File: src/hw/rtl/assert_macros.svh
// ---------------------------------------------------------------------------
// assert_macros.svh
// Assertion wrappers shared by the RTL; empty when SYNTHESIS is defined.
// ---------------------------------------------------------------------------
`ifndef ASSERT_MACROS_SVH
`define ASSERT_MACROS_SVH

`ifndef SYNTHESIS
// Check a property on every clock edge outside reset
`define SZN_ASSERT(label, prop, msg) \
  label: assert property (@(posedge clk) disable iff (rst) (prop)) else $error(msg);
// Check a property on every clock edge, reset included
`define SZN_ASSERT_ALWAYS(label, prop, msg) \
  label: assert property (@(posedge clk) (prop)) else $error(msg);
`else
`define SZN_ASSERT(label, prop, msg)
`define SZN_ASSERT_ALWAYS(label, prop, msg)
`endif

`endif

File: src/hw/rtl/szn_div.sv
// ---------------------------------------------------------------------------
// szn_div
// Restoring divider, one quotient bit per cycle. The dividend is given
// left-aligned; once done pulses, the quotient sits in the low steps bits.
// ---------------------------------------------------------------------------
`timescale 1ns / 1ps

module szn_div #(
  parameter int unsigned DW = 70
) (
  input  logic                       clk,
  input  logic                       rst,
  input  logic                       start,
  input  logic [DW-1:0]              dividend,
  input  logic [31:0]                divisor,
  input  logic [$clog2(DW+1)-1:0]    steps,
  output logic                       busy,
  output logic                       done,
  output logic [DW-1:0]              quotient
);

  localparam int unsigned SB = $clog2(DW+1);

  logic [DW-1:0] num;
  logic [31:0]   rem;
  logic [31:0]   dsr;
  logic [SB-1:0] cnt;
  logic [SB-1:0] steps_q;
  logic [32:0]   rem_sh;
  logic [32:0]   rem_diff;
  logic          ge;

  // Trial subtract of one bit step
  always_comb begin
    rem_sh   = {rem, num[DW-1]};
    rem_diff = rem_sh - {1'b0, dsr};
    ge       = (rem_sh >= {1'b0, dsr});
  end

  // Control: run for the requested number of steps, pulse done at the end
  always_ff @(posedge clk) begin
    if (rst) begin
      busy <= 1'b0;
      done <= 1'b0;
      cnt  <= '0;
    end else begin
      done <= 1'b0;
      if (start) begin
        busy <= 1'b1;
        cnt  <= '0;
      end else if (busy) begin
        cnt <= cnt + 1'b1;
        if (cnt == steps_q - 1'b1) begin
          busy <= 1'b0;
          done <= 1'b1;
        end
      end
    end
  end

  // Datapath: shift the dividend out and the quotient bits in
  always_ff @(posedge clk) begin
    if (start) begin
      num     <= dividend;
      rem     <= '0;
      dsr     <= divisor;
      steps_q <= steps;
    end else if (busy) begin
      num <= {num[DW-2:0], ge};
      rem <= ge ? rem_diff[31:0] : rem_sh[31:0];
    end
  end

  assign quotient = num;

endmodule

File: config.mk
export PLATFORM = sky130hd
export DESIGN_NAME = szn_div
export DESIGN_NICKNAME = d
export VERILOG_FILES = /design/src/hw/rtl/assert_macros.svh /design/src/hw/rtl/szn_div.sv
export SDC_FILE = /design/constraint.sdc
export NUM_CORES = 1
export LEC_CHECK = 0
export ABC_AREA = 1
export BUFFER_PORTS_ARGS = -buffer_cell sky130_fd_sc_hd__buf_2
export CAP_MARGIN = 15
export CORE_MARGIN = 2
export CORE_UTILIZATION = 47
export CTS_CLUSTER_SIZE = 28
export DETAILED_ROUTE_END_ITERATION = 6
export PLACE_DENSITY = 0.78
export SYNTH_ARGS = -nofsm -noshare
export SYNTH_HDL_FRONTEND = slang
export SYNTH_SLANG_ARGS = --single-unit
File: constraint.sdc
create_clock -name clk -period 3.65 [get_ports clk]
set_clock_uncertainty 0.15 [all_clocks]
set_input_delay 0.365 -clock clk [delete_from_list [all_inputs] [get_ports clk]]
set_output_delay 0.365 -clock clk [all_outputs]
set_load 0.02 [all_outputs]
==> qor.yml <==
placement:
  place_congestion: 0.929
  hpwl_um: 16200
  portBuffers: 183
global_routing:
  use_met1_pct: 30.1
  grt_busiest_layer: "met2"
  grt_use_met2_pct: 37.4
  grt_max_degree: 72
  use_met3_pct: 4.96
  gr-usage-all-layers_pct: 22.8
  grt_overflow_total: 0
  antenna_found_initial: 1
  grt_pass1_wl_um: 36400
  grt_pass1_vias: 7597
min_path:
  min_from: "dividend[42]"
  holdCritPathClass: "input port to flip-flop"
  hold_depth: 3
  worstHoldEndpoint: "quotient[42]"
yosys:
  synth.avg_cell_area_sq_um: 7.47
  syn_nets: 1331
  yosysSeqAreaShare_pct: 46.3
  ys_warn_count: 0
  syn_inst: 1184
  synth_edf_count: 109
  ys_types: 34
  ys_dominant_reg_cell: "edfxtp_1"
  synth-seq-cells: 150
  netlist_area_sq_um: 8840
  synth-async-reset-ratio_pct: 0
power:
  p_clk_share_pct: 39.6
  p_sw_share_pct: 29.3
  leakage_nw: 5.80
  p_int_mw: 3.13
  p_sw_mw: 1.30
  seqPwrFrac_pct: 46.0
  vdd_drop_max_mv: 0.296
  power.density_nw_per_um2: 405
  combPwrFrac_pct: 14.4
detailed_routing:
  routed_via_density: 4.87
  dr.pass1.iters: 5
  ant_nets: 0
  wirelength_um: 22400
  drc_errors: 0
  drtIter0Drc: 536
  vias: 8008
  post_drt_wl_per_cell_um: 13.6
worst_setup_path:
  cp_num_cells: 11
  cp-start-kind: "flip-flop"
  timing.rr.end: "rem[9]"
  end_kind: "flip-flop"
  r2r_cells: 11
  worstPathMaxFanout: 34
  cp.arrival_ns: 2.83
  crit_type: "flip-flop to flip-flop"
  critPathSlowestCell: "nand2_4"
  cp_cell_sequence: "inv_1, ha_1, nand2_1, nor2_1, inv_1, nor3_4, nand2_4, nand2_4, nand2_1, nand3_1, nand2_1"
  crit_family: "simple AND/OR/NAND/NOR gates"
  reg2reg_from: "dsr[28]"
  ff2ff_setup_slack_ns: 0.99
  critPathBufInv: 2
  cp_common_cell: "nand2_1"
  required_ns: 3.82
  cpPeakStageDelay_ns: 0.42
layout:
  drive_gt1_share_pct: 17.5
  multiInputGateArea_sq_um: 3980
  seqCellArea_sq_um: 4090
  finalCoreUtilization_pct: 58.9
  n_fill_cell: 1672
  syn2layout_area_growth_pct: 23.7
  fin_nets: 1545
cts:
  path_clk_slew_ns: 0.08
  clockBufferDepth: 2
  clock_sinks: 150
  cts-root-buf: "clkbuf_16"
  ctsResizeCount: 0
  cts_max_level: 4
  numCtsBuffers: 17
  cts_tree: "yes"
  clk_latency_ns: 0.44
floorplan:
  die_width_um: 141
  dieArea_sq_um: 19900
  core_area_sq_um: 18600
  io_pins: 184
  die_y_um: 141
  start_util_pct: 47.6
  fp-row-count: 50
sta:
  min_period_over_period_pct: 72.7
  drv_slew: 0
  rsz0062_at_grt: "no"
  hold_viol_final: 0
  setup_viol: 0
  fin_tns_setup_ns: 0
  maxSlewHeadroom_pct: 39.4
  worst_pin_slew_ns: 0.910
  fin_crit_ns: 2.66
  timing.fmax_ghz: 0.377
status:
  status: "completed"
flow_run:
  maxCapViolCount: 0
worst register-to-register path, stage by stage (launching register included):
cell and delay (ns):
edfxtp_1 0.34, inv_1 0.06, ha_1 0.34, nand2_1 0.13
nor2_1 0.18, inv_1 0.12, nor3_4 0.24, nand2_4 0.27
nand2_4 0.45, nand2_1 0.13, nand3_1 0.09, nand2_1 0.05
cells by family after synthesis:
group | share of synthesized area (%)
buf+inv | 8.72
xor+xnor | 2.08
fa+ha+maj | 5.04
compound gates | 1.91
simple gates | 36.0
flops | 46.3
worst max path at each step:
stage,startpoint,end,slack (ns)
after floorplan,busy,quotient[0],0.69
after global placement,dsr[28],rem[5],1.12
after detailed placement,dsr[28],rem[5],1.04
after CTS,dsr[28],rem[8],1.01
after global routing,dsr[3],rem[26],0.76
final,dsr[28],rem[9],0.99
placed cells by master, fill, tap and decap left out, types with 3 or more instances in the layout:
| master | synthesis | final |
|---|---|---|
| dfxtp_1 | 41 | 41 |
| edfxtp_1 | 109 | 109 |
| nor3_1 | 10 | 10 |
| ha_1 | 34 | 34 |
| dlygate4sd3_1 | 0 | 39 |
| xnor2_1 | 14 | 14 |
| inv_8 | 0 | 6 |
| nand2_1 | 564 | 564 |
| nor2_1 | 45 | 43 |
| buf_4 | 0 | 6 |
| nand3_1 | 58 | 58 |
| nor3b_1 | 4 | 4 |
| inv_2 | 4 | 5 |
| xor2_1 | 7 | 7 |
| clkinv_8 | 0 | 3 |
| inv_6 | 0 | 3 |
| nand3b_1 | 43 | 43 |
| and2_1 | 4 | 4 |
| buf_2 | 7 | 182 |
| nand2_2 | 5 | 5 |
| clkbuf_16 | 0 | 17 |
| a21oi_1 | 23 | 23 |
| nor2_2 | 7 | 9 |
| inv_1 | 160 | 159 |
per-layer routing:
| metal | wire (um) | up-vias |
|---|---|---|
| met5 | 0 | - |
| met2 | 10600 | 273 |
| met3 | 1370 | 23 |
| li1 | - | 4123 |
| met1 | 10100 | 3589 |
| met4 | 350 | 0 |
final cells by class:
cell class,count,area share (%)
flip-flops and latches,150,37.4
multi-input cells,837,36.4
repair buffers,228,12.5
inverters,164,5.63
clock buffers,18,3.92
well taps,234,2.68
clock inverters,14,1.44
diodes,1,0.0229
sequential cells by signal, summed over array words and instances, names as in the netlist:
signal	flops
quotient	70
dsr	32
rem	32
cnt	7
steps_q	7
busy	1
done	1
power by group through the flow:
stage,registers [mW],logic [mW],clock network (mW)
after floorplan,2.17,0.273,0
after global placement,2.07,0.591,0
after detailed placement,2.07,0.604,0
after CTS,2.04,0.638,1.78
after global routing,2.05,0.705,1.84
final,2.04,0.637,1.75
repair_timing:
action | in CTS | in global routing
hold buffers | 39 | 0
buffers inserted | 0 | 0
hold endpoints to repair | 39 | 0
through the flow:
| stage | hold slack, ns | setup slack, ns | total power [mW] | instance area (sq um) | cells |
|---|---|---|---|---|---|
| floorplan | 0.294 | 0.687 | 2.44 | 8840 | 1184 |
| global placement | 0.307 | 1.12 | 2.66 | 9940 | 1573 |
| detailed placement | 0.309 | 1.04 | 2.68 | 9940 | 1573 |
| CTS | 0.0238 | 1.01 | 4.45 | 10900 | 1644 |
| global route | 0.0351 | 0.759 | 4.60 | 10900 | 1645 |
| finish | 0.0315 | 0.995 | 4.43 | 10900 | 1646 |
cell usage after synthesis (2+ instances only):
cell type    n  area share [%]
clkbuf_1    21            0.89
edfxtp_1   109              37
nand2_1    564              24
nand3b_1    43             3.7
nand2_4      2            0.25
o21bai_1     2            0.17
inv_1      160             6.8
nand2_2      5            0.35
xor2_1       7            0.69
buf_1        2           0.085
and2_1       4            0.28
xnor2_1     14             1.4
nor2_4       2            0.25
dfxtp_1     41             9.3
nor2_2       7            0.50
buf_2        7            0.40
nand4_1      2            0.14
o21ai_0      2            0.11
nor3_1      10            0.57
nor2_1      45             1.9
nand3_1     58             3.3
buf_6        3            0.38
a21oi_1     23             1.3
nor3b_1      4            0.34
inv_2        4            0.17
nand3_2      2            0.23
ha_1        34             4.8
No activity file was read; power rests on OpenSTA's default activity.
